===== config.mk =====
export PLATFORM = sky130hd
export DESIGN_NAME = websocket_frame_deframer
export DESIGN_NICKNAME = d
export VERILOG_FILES = /design/src/rtl/wsd_pkg.sv /design/src/rtl/wsd_in_reg.sv /design/src/rtl/wsd_parser.sv /design/src/rtl/wsd_out_reg.sv /design/src/rtl/websocket_frame_deframer.sv
export SDC_FILE = /design/constraint.sdc
export NUM_CORES = 1
export LEC_CHECK = 0
export ABC_CLOCK_PERIOD_IN_PS = 9300
export BUFFER_PORTS_ARGS = -buffer_cell sky130_fd_sc_hd__buf_4
export CORE_MARGIN = 3
export CORE_UTILIZATION = 50
export DETAILED_ROUTE_END_ITERATION = 16
export GPL_ROUTABILITY_DRIVEN = 1
export PLACE_DENSITY_LB_ADDON = 0.3
export REMOVE_ABC_BUFFERS = 1
export SYNTH_ARGS = -nofsm -noshare
export SYNTH_HDL_FRONTEND = slang
export SYNTH_SLANG_ARGS = --single-unit

===== constraint.sdc =====
create_clock -name clock -period 9.3 [get_ports clock]
set_input_delay 0.465 -clock clock [delete_from_list [all_inputs] [get_ports clock]]
set_output_delay 0.465 -clock clock [all_outputs]
set_load 0.005 [all_outputs]

===== src/rtl/wsd_pkg.sv =====
// wsd_pkg: shared types and constants of the websocket frame deframer
// used by every module under rtl except wsd_checker; depends on nothing

package wsd_pkg;

   // header field positions and length codes
   localparam logic [7:0] OPCODE_MASK  = 8'h0F;
   localparam logic [7:0] MASK_BIT     = 8'h80;
   localparam logic [7:0] LEN_MASK     = 8'h7F;
   localparam logic [6:0] LEN_CODE_16  = 7'd126;
   localparam logic [6:0] LEN_CODE_64  = 7'd127;
   localparam logic [15:0] LIMIT_RESET = 16'd4096;

   // one received byte with its restart flag
   typedef struct packed {
      logic       restart;
      logic [7:0] rx_byte;
   } item_type;

   // one result transaction
   typedef struct packed {
      logic [15:0] payload_length;
      logic        dropped;
      logic        last;
      logic        first;
      logic [3:0]  opcode;
      logic        has_data;
      logic [7:0]  data_byte;
   } result_type;

   // item or result travelling between stages
   typedef struct packed {
      logic     valid;
      item_type item;
   } item_stage_type;

   typedef struct packed {
      logic       valid;
      result_type result;
   } result_stage_type;

endpackage


===== src/rtl/wsd_in_reg.sv =====
// wsd_in_reg: input register of the deframer, one received byte deep
// depends on wsd_pkg

module wsd_in_reg
   import wsd_pkg::*;
(
   input  logic           clock,
   input  logic           reset,
   input  logic           in_valid,
   input  item_type       in_item,
   output logic           in_ready,
   input  logic           take,
   output item_stage_type stage
);

   logic     valid_ff;
   logic     valid_in;
   item_type item_ff;

   // empty, or emptied by the parser in this cycle
   assign in_ready = !valid_ff || take;
   assign valid_in = in_ready ? in_valid : valid_ff;

   always_ff @(posedge clock) begin
      if (reset) begin
         valid_ff <= 1'b0;
      end else begin
         valid_ff <= valid_in;
      end
      if (in_ready && in_valid) begin
         item_ff <= in_item;
      end
   end

   assign stage.valid = valid_ff;
   assign stage.item  = item_ff;

endmodule


===== src/rtl/wsd_parser.sv =====
// wsd_parser: frame header parsing, length check and payload counting
// one byte per cycle while fire is high; depends on wsd_pkg

module wsd_parser
   import wsd_pkg::*;
(
   input  logic             clock,
   input  logic             reset,
   input  logic [15:0]      buffer_bytes,
   input  item_type         item,
   input  logic             fire,
   output result_stage_type res
);

   logic [3:0]  header_count_ff, header_count_in;
   logic [3:0]  frame_opcode_ff, frame_opcode_in;
   logic        mask_present_ff, mask_present_in;
   logic [6:0]  length_code_ff, length_code_in;
   logic [63:0] length_accum_ff, length_accum_in;
   logic [63:0] payload_remaining_ff, payload_remaining_in;
   logic        in_payload_ff, in_payload_in;
   logic        skip_frame_ff, skip_frame_in;
   logic        first_pending_ff, first_pending_in;

   // header length from mask flag and length code
   function automatic logic [3:0] hdr_len(input logic mask, input logic [6:0] code);
      logic [3:0] ext;
      ext = (code == LEN_CODE_16) ? 4'd2 : ((code == LEN_CODE_64) ? 4'd8 : 4'd0);
      return 4'd2 + ext + (mask ? 4'd4 : 4'd0);
   endfunction

   // next state and result for the byte in the input register
   always_comb begin
      logic [7:0]  b;
      logic [3:0]  ext;
      logic [3:0]  hlen;
      logic [63:0] rem_dec;
      logic        finish;
      logic        too_big;

      b       = item.rx_byte;
      finish  = 1'b0;
      too_big = 1'b0;
      ext     = 4'd0;
      hlen    = 4'd0;

      header_count_in      = header_count_ff;
      frame_opcode_in      = frame_opcode_ff;
      mask_present_in      = mask_present_ff;
      length_code_in       = length_code_ff;
      length_accum_in      = length_accum_ff;
      payload_remaining_in = payload_remaining_ff;
      in_payload_in        = in_payload_ff;
      skip_frame_in        = skip_frame_ff;
      first_pending_in     = first_pending_ff;

      res.valid                 = 1'b0;
      res.result.data_byte      = 8'd0;
      res.result.has_data       = 1'b0;
      res.result.first          = 1'b1;
      res.result.last           = 1'b1;
      res.result.dropped        = 1'b0;
      res.result.payload_length = 16'd0;

      // restart discards the partial frame
      if (item.restart) begin
         header_count_in      = 4'd0;
         mask_present_in      = 1'b0;
         length_code_in       = 7'd0;
         length_accum_in      = 64'd0;
         payload_remaining_in = 64'd0;
         in_payload_in        = 1'b0;
         skip_frame_in        = 1'b0;
         first_pending_in     = 1'b1;
      end

      rem_dec = payload_remaining_in - 64'd1;

      if (in_payload_in) begin
         // payload byte, passed on or skipped
         payload_remaining_in = rem_dec;
         if (skip_frame_in) begin
            if (rem_dec == 64'd0) begin
               res.valid          = 1'b1;
               res.result.dropped = 1'b1;
            end
         end else begin
            res.valid                 = 1'b1;
            res.result.data_byte      = b;
            res.result.has_data       = 1'b1;
            res.result.first          = first_pending_in;
            res.result.last           = (rem_dec == 64'd0);
            res.result.payload_length = length_accum_in[15:0];
            first_pending_in          = 1'b0;
         end
         if (rem_dec == 64'd0) begin
            header_count_in  = 4'd0;
            mask_present_in  = 1'b0;
            length_code_in   = 7'd0;
            length_accum_in  = 64'd0;
            in_payload_in    = 1'b0;
            skip_frame_in    = 1'b0;
            first_pending_in = 1'b1;
         end
      end else if (header_count_in == 4'd0) begin
         // first header byte: opcode
         frame_opcode_in = b[3:0] & OPCODE_MASK[3:0];
         header_count_in = 4'd1;
      end else if (header_count_in == 4'd1) begin
         // second header byte: mask flag and length code
         mask_present_in = (b & MASK_BIT) != 8'd0;
         length_code_in  = b[6:0] & LEN_MASK[6:0];
         length_accum_in = (length_code_in < LEN_CODE_16) ? {57'd0, length_code_in} : 64'd0;
         header_count_in = 4'd2;
         finish          = (hdr_len(mask_present_in, length_code_in) == 4'd2);
      end else begin
         // extended length bytes, then masking key bytes
         ext = (length_code_in == LEN_CODE_16) ? 4'd2 :
               ((length_code_in == LEN_CODE_64) ? 4'd8 : 4'd0);
         if ((header_count_in - 4'd2) < ext) begin
            length_accum_in = {length_accum_in[55:0], b};
         end
         header_count_in = header_count_in + 4'd1;
         finish          = (header_count_in == hdr_len(mask_present_in, length_code_in));
      end

      // header done: size check and the empty payload case
      if (finish) begin
         hlen    = hdr_len(mask_present_in, length_code_in);
         too_big = (length_accum_in[63:16] != 48'd0) ||
                   (({1'b0, length_accum_in[15:0]} + {13'd0, hlen}) > {1'b0, buffer_bytes});
         if (length_accum_in == 64'd0) begin
            res.valid          = 1'b1;
            res.result.dropped = too_big;
            header_count_in    = 4'd0;
            mask_present_in    = 1'b0;
            length_code_in     = 7'd0;
            length_accum_in    = 64'd0;
            payload_remaining_in = 64'd0;
            in_payload_in      = 1'b0;
            skip_frame_in      = 1'b0;
            first_pending_in   = 1'b1;
         end else begin
            payload_remaining_in = length_accum_in;
            in_payload_in        = 1'b1;
            skip_frame_in        = too_big;
         end
      end

      res.result.opcode = frame_opcode_in;
      res.valid         = res.valid && fire;
   end

   // parser state, updated once per processed byte
   always_ff @(posedge clock) begin
      if (reset) begin
         header_count_ff      <= 4'd0;
         frame_opcode_ff      <= 4'd0;
         mask_present_ff      <= 1'b0;
         length_code_ff       <= 7'd0;
         length_accum_ff      <= 64'd0;
         payload_remaining_ff <= 64'd0;
         in_payload_ff        <= 1'b0;
         skip_frame_ff        <= 1'b0;
         first_pending_ff     <= 1'b1;
      end else if (fire) begin
         header_count_ff      <= header_count_in;
         frame_opcode_ff      <= frame_opcode_in;
         mask_present_ff      <= mask_present_in;
         length_code_ff       <= length_code_in;
         length_accum_ff      <= length_accum_in;
         payload_remaining_ff <= payload_remaining_in;
         in_payload_ff        <= in_payload_in;
         skip_frame_ff        <= skip_frame_in;
         first_pending_ff     <= first_pending_in;
      end
   end

endmodule


===== src/rtl/wsd_out_reg.sv =====
// wsd_out_reg: result register of the deframer with ready back-pressure
// depends on wsd_pkg

module wsd_out_reg
   import wsd_pkg::*;
(
   input  logic             clock,
   input  logic             reset,
   input  result_stage_type res,
   output logic             load,
   output logic             out_valid,
   output result_type       out_result,
   input  logic             out_ready
);

   logic       valid_ff;
   logic       valid_in;
   result_type result_ff;

   // free, or being emptied downstream in this cycle
   assign load     = !valid_ff || out_ready;
   assign valid_in = load ? res.valid : valid_ff;

   always_ff @(posedge clock) begin
      if (reset) begin
         valid_ff <= 1'b0;
      end else begin
         valid_ff <= valid_in;
      end
      if (load) begin
         result_ff <= res.result;
      end
   end

   assign out_valid  = valid_ff;
   assign out_result = result_ff;

endmodule


===== src/rtl/websocket_frame_deframer.sv =====
// websocket_frame_deframer: top level, byte stream in, tagged payload bytes out
// depends on wsd_pkg, wsd_in_reg, wsd_parser, wsd_out_reg
//
// channel  direction  handshake             contents
// req      in         req_tvalid/tready     tdata rx_byte, tuser restart
// rsp      out        rsp_tvalid/tready     tdata byte+length, tuser flags, tlast
// csr      in         csr_we                csr_wdata = buffer_bytes
//
// one byte per cycle sustained while rsp is ready; a byte is held in the input register,
// parsed combinationally, and its result is then loaded into the result register
// synchronous reset empties both registers and clears the parser state, limit 4096
// a stalled rsp holds its result; req stays ready while the result register
// can move, so stalls reach upstream only when both registers are full

module websocket_frame_deframer
   import wsd_pkg::*;
(
   input  logic        clock,
   input  logic        reset,
   // slave side
   input  logic        req_tvalid,
   output logic        req_tready,
   input  logic [7:0]  req_tdata,   // [7:0] rx_byte
   input  logic        req_tuser,   // [0] restart
   // master side
   output logic        rsp_tvalid,
   input  logic        rsp_tready,
   output logic [23:0] rsp_tdata,   // [7:0] data_byte, [23:8] payload_length
   output logic [6:0]  rsp_tuser,   // [0] has_data, [4:1] opcode, [5] first, [6] dropped
   output logic        rsp_tlast,   // last
   // configuration
   input  logic        csr_we,
   input  logic [15:0] csr_wdata    // buffer_bytes
);

   logic [15:0]      buffer_bytes_ff;
   item_type         in_item;
   item_stage_type   stage;
   result_stage_type res;
   result_type       out_result;
   logic             load;
   logic             fire;

   // frame size limit register
   always_ff @(posedge clock) begin
      if (reset) begin
         buffer_bytes_ff <= LIMIT_RESET;
      end else if (csr_we) begin
         buffer_bytes_ff <= csr_wdata;
      end
   end

   assign in_item.rx_byte = req_tdata;
   assign in_item.restart = req_tuser;

   // byte moves into processing when the result register can take it
   assign fire = stage.valid && load;

   wsd_in_reg u_in_reg (
      .clock    (clock),
      .reset    (reset),
      .in_valid (req_tvalid),
      .in_item  (in_item),
      .in_ready (req_tready),
      .take     (fire),
      .stage    (stage)
   );

   wsd_parser u_parser (
      .clock        (clock),
      .reset        (reset),
      .buffer_bytes (buffer_bytes_ff),
      .item         (stage.item),
      .fire         (fire),
      .res          (res)
   );

   wsd_out_reg u_out_reg (
      .clock      (clock),
      .reset      (reset),
      .res        (res),
      .load       (load),
      .out_valid  (rsp_tvalid),
      .out_result (out_result),
      .out_ready  (rsp_tready)
   );

   // result packing
   assign rsp_tdata = {out_result.payload_length, out_result.data_byte};
   assign rsp_tuser = {out_result.dropped, out_result.first, out_result.opcode,
                       out_result.has_data};
   assign rsp_tlast = out_result.last;

endmodule


# --- After elaboration in Yosys (flattened, before gate mapping) ---
# Cells that the tools add are included.
word_totals:
  reg_bits: 206
  input_bits: 30
  output_inout_bits: 34
op_classes:
  n_lt_le_gt_ge: 3
  muxes: 74
  bitwise_logic: 1
  addsub: 10
  n_eq_ne: 9
  reduce_logical: 13
op_table:
  columns: ["op", "count"]
  rows:
  - ["$mux 64", 11]
  - ["$logic_not 64->1", 2]
  - ["$sub 64x1->64 const B", 1]
  - ["$mux 4", 15]
  - ["$mux 7", 8]
  - ["$reduce_bool 48->1", 1]
  - ["$eq 7x7->1 const B", 6]
  - ["$mux 1", 33]
  - ["$mux 20", 1]
  - ["$add 16x4->17", 1]
  - ["$gt 17x16->1", 1]
  - ["$mux 16", 1]
  - ["$add 2x4->4 const A", 3]
  - ["$add 4x4->4", 3]
  - ["$mux 3", 3]
  - ["$mux 9", 1]
  - ["$lt 7x7->1 const B", 1]
  - ["$add 4x1->4 const B", 1]
  - ["$eq 4x1->1 const B", 1]
  - ["$eq 4x2->1 const B", 1]
  - ["$eq 4x4->1", 1]
  - ["$logic_not 4->1", 1]
  - ["$lt 4x4->1", 1]
  - ["$sub 4x2->4 const B", 1]
  - ["other kinds (6)", 11]

# --- Depth between registers and ports, before layout ---
# Gate-level depths: netlist of run 1.
depth:
  depth_word: 15
  mapped_depth: 40
  depth_no_buf: 33

# --- By module ---
# From an unflattened synthesis of run 1, not the netlist that was laid out.
hier_totals:
  hier_cells: 1694
  area_unflattened_um2: 13446.6
modules_own_cells:
  columns: ["module", "area_each_um2", "cells_per_inst", "seq_area_each_um2", "n_inst"]
  rows:
  - ["wsd_parser", 11518.5, 1590, 2942.8, 1]
  - ["wsd_out_reg", 1007.2, 36, 980.9, 1]
  - ["websocket_frame_deframer", 588.1, 53, 320.3, 1]
  - ["wsd_in_reg", 332.8, 15, 290.3, 1]

# --- Worst setup path after synthesis of run 1 ---
# No wires, ideal clock.
synth_path:
  kind: "register -> register"
  start: "register u_in_reg.item_ff, in the netlist u_in_reg.stage[8]"
  end: "register u_out_reg.result_ff, in the netlist u_out_reg.out_result[15] (data pin)"
  slack_ps: 1335
  path_stages_with_launch: 38
  synth_period_minus_slack_ps: 7965
  path_buffers: 8
  setup_ps: 256
  required_ps: 9044
  t_arrival_ps: 7709
  path_cell_list: "edfxtp_1 -> buf_2 -> inv_1 -> clkbuf_1 -> clkbuf_1 -> buf_1 -> nand2_1 -> ha_1 -> and2_1 -> clkbuf_1 -> o22ai_1 -> clkbuf_1 -> nor3_1 -> a311o_1 -> and4_1 -> and4b_1 -> a31oi_1 -> buf_6 -> [... 2 more ...] -> a2111oi_1 -> nand2_1 -> xor2_1 -> fa_1 -> inv_1 -> a21oi_1 -> or4_1 -> a21oi_1 -> ha_1 -> a21o_1 -> a21oi_1 -> a21oi_1 -> o31a_1 -> o211ai_1 -> a21o_1 -> nand2_1 -> a41o_1 -> a22o_1"
synth_rtl:
  columns: ["item", "line_no", "source"]
  rows:
  - ["from (decl)", "wsd_in_reg.sv:18", "item_type item_ff;"]
  - ["from (signal assigned)", "wsd_in_reg.sv:31", "item_ff <= in_item;"]
  - ["to (signal assigned)", "wsd_out_reg.sv:31", "result_ff <= res.result;"]
  - ["to (decl)", "wsd_out_reg.sv:18", "result_type result_ff;"]

==> out/metrics.yaml, run 1 <==
cap_violations: 0
num_io_pins: 64
ys.flop_type: "dfxtp_1"
place_inst: 2015
hold_start: "req_tdata[7]"
syn2layout_area_growth_pct: 10.52
reg2reg_from: "u_parser.payload_remaining_ff[10]"
row_count: 59
worstPathRequired_ps: 9600
synth_area_leaders: "dfxtp_1 (25%), edfxtp_1 (9.2%), a22oi_1 (6.8%), nor2_1 (6.6%), a21oi_1 (5.4%)"
ys_types: 83
worstMarginPinSlew_ps: 1287
fmax_mhz: 122.2
postCtsSetupRepairBufs: 0
cts_resized: 0
initial_core_util_pct: 51.05
max_slew_margin_pct: 14.23
period_share_pct: 87.97
report.final.slew_viol_count: 0
p_leak_uw: 0.005423
crit_top_cell: "a21o_1"
grt_max_degree: 66
critical_path.max_fanout: 11
diodes: 0
ant_nets: 0
layout.cells.non_filler: 2058
peakVddDrop_mv: 0.1373
layout.nets: 1764
ys_warn_count: 0
status: "finished, final reports clean"
finalSetupTns_ps: 0
rsz0062_at_grt: "false"
cp-start-kind: "register"
slowest_delay_ps: 750
clk_latency_ps: 540
power.internal_uw: 1581
grt_overflow: 0
setup_viol: 0
fillCellCount: 2470
cellPowerDensity_nw_per_um2: 157.1
drc: 0
portBuffers: 63
final_layout_size_suffix_gt1_share_pct: 10.21
placed_area_um2: 14020
min_path_type: "input pin to register"
postSynthAreaPerCell_um2: 7.801
synth_area_um2: 13340
dp_hpwl_um: 38620
clockPowerShare_pct: 38.5
yosys-top-cells-count: "nor2_1 (233), dfxtp_1 (165), a21oi_1 (143)"
die_area_um2: 28680
startpoint: "u_parser.payload_remaining_ff[10]"
drtIter0Drc: 1970
power_frac_seq_pct: 41.4
cts_sinks: 206
critical_path_class: "register to register"
synth_largest_area_cell: "dfxtp_1"
htreeDepth: 1
fin_area_um2: 14740
critPathCaptureType: "register"
min_period_ps: 8181
die_y_um: 169.3
grt_pass1_vias: 13220
clock_path_buffers: 3
cts_root_buf: "clkbuf_16"
gp_congestion: 1.020
track_usage_pct: 36.12
via_per_inst: 7.045
swShare_pct: 31.76
grt_pass1_wl_um: 81470
wl_um: 53510
wl_per_cell_um: 26.00
die_w_um: 169.3
yosysMostFrequentCell: "nor2_1"
vias: 14499
cts_tree: "done"
combPwrFrac_pct: 20.1
power_switching_uw: 735.8
coreArea_um2: 26130
critPathArrivalTime_ps: 8480
synth-seq-cells: 206
total_power_uw: 2317
synth_seq_area_share_pct: 33.99
worst_path_max_delay_cell: "or4_1"
drt_first_pass_iters: 6
antenna_found_initial: 0
cts_made_buffers: 24
clk_pin_slew_ps: 70
clock_skew_ps: 26.92
synth_edf_count: 41
netlist_instances: 1710
cts_hold_buf: 0
finish.utilization_pct: 56.42
yosysTopAreaCellShare_pct: 24.76
hold_viol: 0
synthArstFlopShare_pct: 0
[flip-flops by register name, summed over array words and instances (netlist names)]
signal                         count
u_parser.header_count_ff           4
u_parser.mask_present_ff           1
u_in_reg.stage                     9
u_out_reg.out_result              32
u_parser.frame_opcode_ff           4
u_parser.in_payload_ff             1
u_parser.length_code_ff            7
u_out_reg.out_valid                1
u_parser.payload_remaining_ff     64
u_in_reg.valid_ff                  1
u_parser.first_pending_ff          1
u_parser.length_accum_ff          64
buffer_bytes_ff                   16
u_parser.skip_frame_ff             1
[power by group through the flow]
stage / registers (uW) / logic, uW / clock network, uW
6_report: 958 / 466 / 892
3_3_place_gp: 975 / 450 / 0
3_5_place_dp: 976 / 445 / 0
4_1_cts: 956 / 448 / 896
2_1_floorplan: 969 / 276 / 0
5_1_grt: 960 / 498 / 931
[per-stage QoR]
stage / hold slack [ps] / setup WS [ps]
after floorplan: 426.1 / -433.9
after global placement: 443.3 / 1481
after detailed placement: 444.8 / 1417
after CTS: 93.57 / 1375
after global routing: 90.97 / 856.7
final: 102.3 / 1119
[layer usage]
layer	vias up	wire length [um]	GRT usage (%)	part of all wire, %
met5	-	0	0	0
li1	6464	-	-	-
met3	135	7676	9.038	14
met4	0	1452	8.144	2.7
met1	6824	22240	54.60	42
met2	1076	22140	51.88	41
[area by class of cell]
| class | count | area (um^2) | area share, % |
|---|---|---|---|
| flip-flops and latches | 206 | 4534 | 30.75 |
| well taps | 335 | 419.2 | 2.843 |
| multi-input cells | 1326 | 8127 | 55.12 |
| repair buffers | 102 | 765.7 | 5.193 |
| clock inverters | 9 | 57.56 | 0.3904 |
| clock buffers | 34 | 668.1 | 4.532 |
| inverters | 46 | 172.7 | 1.171 |
[logic make-up after synthesis]
| logic type | after synthesis | synth area share, % |
|---|---|---|
| AO/OA/AOI/OAI | 553 | 27.35 |
| flip-flops | 206 | 33.99 |
| AND/OR/NAND/NOR | 693 | 26.93 |
| adder cells (fa/ha/maj) | 28 | 2.682 |
| multiplexers | 25 | 1.923 |
| XOR/XNOR | 27 | 1.773 |
| buffers and inverters | 178 | 5.355 |
[critical path: cells and delay by family (launching register included)]
family | cells | cell delay, ps
simple gates | 10 | 3450
flops | 1 | 420
compound gates | 14 | 3080
xor+xnor | 2 | 410
fa+ha+maj | 2 | 550
[final timing paths]
check	endpoint	slack [ps]	cells past startpoint
worst max-delay path	u_out_reg.out_result[15]	1120	28
worst min-delay path	u_in_reg.stage[7]	100	1
worst max register to register	u_out_reg.out_result[15]	1120	28
worst min register to register	u_parser.header_count_ff[1]	480	2
[cell usage in the layout, fill, tap and decap left out, types with 7 or more instances in the layout]
master,Yosys,final
a211oi_1,19,19
a21o_1,8,8
a21oi_1,143,143
a22oi_1,120,120
a31oi_1,18,17
a41oi_1,11,11
and2_1,39,38
and3_1,16,16
and4_1,11,11
buf_4,1,102
clkbuf_1,101,7
clkbuf_16,0,24
dfxtp_1,165,165
edfxtp_1,41,41
ha_1,27,27
inv_1,45,45
mux2i_1,20,20
nand2_1,110,109
nand2b_1,9,9
nand3_1,27,27
nand4_1,28,28
nor2_1,233,231
nor2b_1,8,8
nor3_1,74,74
nor4_1,50,50
nor4b_1,8,8
o211ai_1,10,10
o21a_1,11,11
o21ai_0,68,67
o22ai_1,60,60
o31ai_1,7,7
o41ai_1,8,8
or3_1,16,16
or4_1,23,23
xnor2_1,16,16
xor2_1,11,11
(Power assumes the default switching activity.)
==> inputs of run 2 (changes only) <==
Settings changed: CORE_UTILIZATION 50 to 55.
==> run 2 against run 1 <==
  * Critical path depth is 5 higher
  * Routed wire length is 2.4% lower
  * Hold slack worse by 7.4 ps
  * Clock-buffer cell count is 6 lower
  * Via count is 0.54% higher
  * Sequential power hardly changed
  * Power is 1.2% higher
  * First-iteration DRC count is 13% higher
  * Sequential share of layout area is 0.12 points higher
  * Largest cell class unchanged
==> out/metrics.yaml, run 2 (synthesis results as in run 1) <==
status: "finished, final reports clean"
startpoint: "u_in_reg.stage[8]"
grt_max_degree: 66
reg2reg_from: "u_in_reg.stage[8]"
critPathBufInv: 3
max_slew_margin_pct: 4.903
rsz0062_at_grt: "false"
hold_viol: 0
min_path_type: "input pin to register"
worstMarginPinSlew_ps: 1391
clk_latency_ps: 540
worst_path_max_delay_cell: "or4b_1"
die_area_um2: 26160
layout_commonest_cell: "nor2_1"
via_per_inst: 7.181
crit_top_cell: "a21o_1"
setup_viol: 0
row_count: 56
pre_cts_slack_ps: 1311
period_share_pct: 87.65
clock_skew_ps: 38.66
critPathCaptureType: "register"
peakVddDrop_mv: 0.1744
p_leak_uw: 0.005398
report.final.slew_viol_count: 0
initial_core_util_pct: 56.33
finish.utilization_pct: 62.02
die_y_um: 161.7
fmax_mhz: 122.7
postCtsSetupRepairBufs: 0
cts_sinks: 206
portBuffers: 63
wl_per_cell_um: 25.73
critPathArrivalTime_ps: 8450
cts_made_buffers: 23
gp_congestion: 1.062
cts_hold_buf: 0
hold_start: "req_tdata[5]"
clock_path_buffers: 3
track_usage_pct: 38.68
whs_ps: 94.84
vias: 14578
ant_nets: 0
multi_input_area_um2: 8137
drt_first_pass_iters: 7
total_power_uw: 2346
min_period_ps: 8151
coreArea_um2: 23680
drtIter0Drc: 2219
critical_path.max_fanout: 17
drc: 0
cellPowerDensity_nw_per_um2: 159.7
wl_um: 52240
cap_violations: 0
die_w_um: 161.7
finalSetupTns_ps: 0
critical_path_class: "register to register"
cts_root_buf: "clkbuf_16"
timing.final.ws_setup_ps: 1149
clk_pin_slew_ps: 60
cts_resized: 0
diodes: 0
most-common-layout-cells: "nor2_1 (231), dfxtp_1 (165), a21oi_1 (143)"
worstPathRequired_ps: 9600
dp_hpwl_um: 37440
slowest_delay_ps: 600
cp-start-kind: "register"
syn2layout_area_growth_pct: 10.10
num_io_pins: 64
grt_pass1_vias: 13296
grt_overflow: 0
grt_pass1_wl_um: 80150
fillCellCount: 2169
cpLargestDelayFamily: "simple AND/OR/NAND/NOR gates"
antenna_found_initial: 3
htreeDepth: 1
final_layout_size_suffix_gt1_share_pct: 9.877
regArea_um2: 4534
cts_tree: "done"
layout.nets: 1754
-- run 2: cell count changes in the layout (fill, tap and decap cells not counted), sizes merged --
cell / before / now
bufinv: 0 / 3
clkbuf: 34 / 28
buf: 102 / 93
clkinvlp: 2 / 1
inv: 45 / 46
-- run 2: final cells by class --
cell class | count | share of cell area, %
Clock buffer | 28 | 4.115
Clock inverter | 12 | 0.9711
Inverter | 46 | 1.176
Multi-Input combinational cell | 1326 | 55.40
Sequential cell | 206 | 30.87
Tap cell | 319 | 2.717
Timing Repair Buffer | 93 | 4.753
-- run 2: per-stage QoR --
stage / instance area [um^2] / std cells
2_1_floorplan: 12800 / 1578
3_3_place_gp: 13940 / 1990
3_5_place_dp: 13940 / 1990
4_1_cts: 14690 / 2030
5_1_grt: 14690 / 2030
6_report: 14690 / 2030
-- run 2: power by group --
group	leakage [uW]	switching [uW]	internal (uW)
registers	0.00180	29.4	930
clock network	0.000365	383	544
logic	0.00323	311	148
total	0.00540	723	1620
-- run 2: per-layer routing --
metal	global-route usage [%]	wire length (um)	part of all wire, %
met4	11.17	1513	2.9
met2	54.62	21440	41
met3	11.86	7808	15
met5	0	56	0.11
met1	56.85	21420	41
-- run 2: path summary, 6_finish.rpt --
path / cells past startpoint / slack, ps / end
max reg2reg: 33 / 1150 / u_out_reg.out_result[15]
min reg2reg: 2 / 490 / buffer_bytes_ff[14]
min: 1 / 90 / u_in_reg.stage[5]
max: 33 / 1150 / u_out_reg.out_result[15]
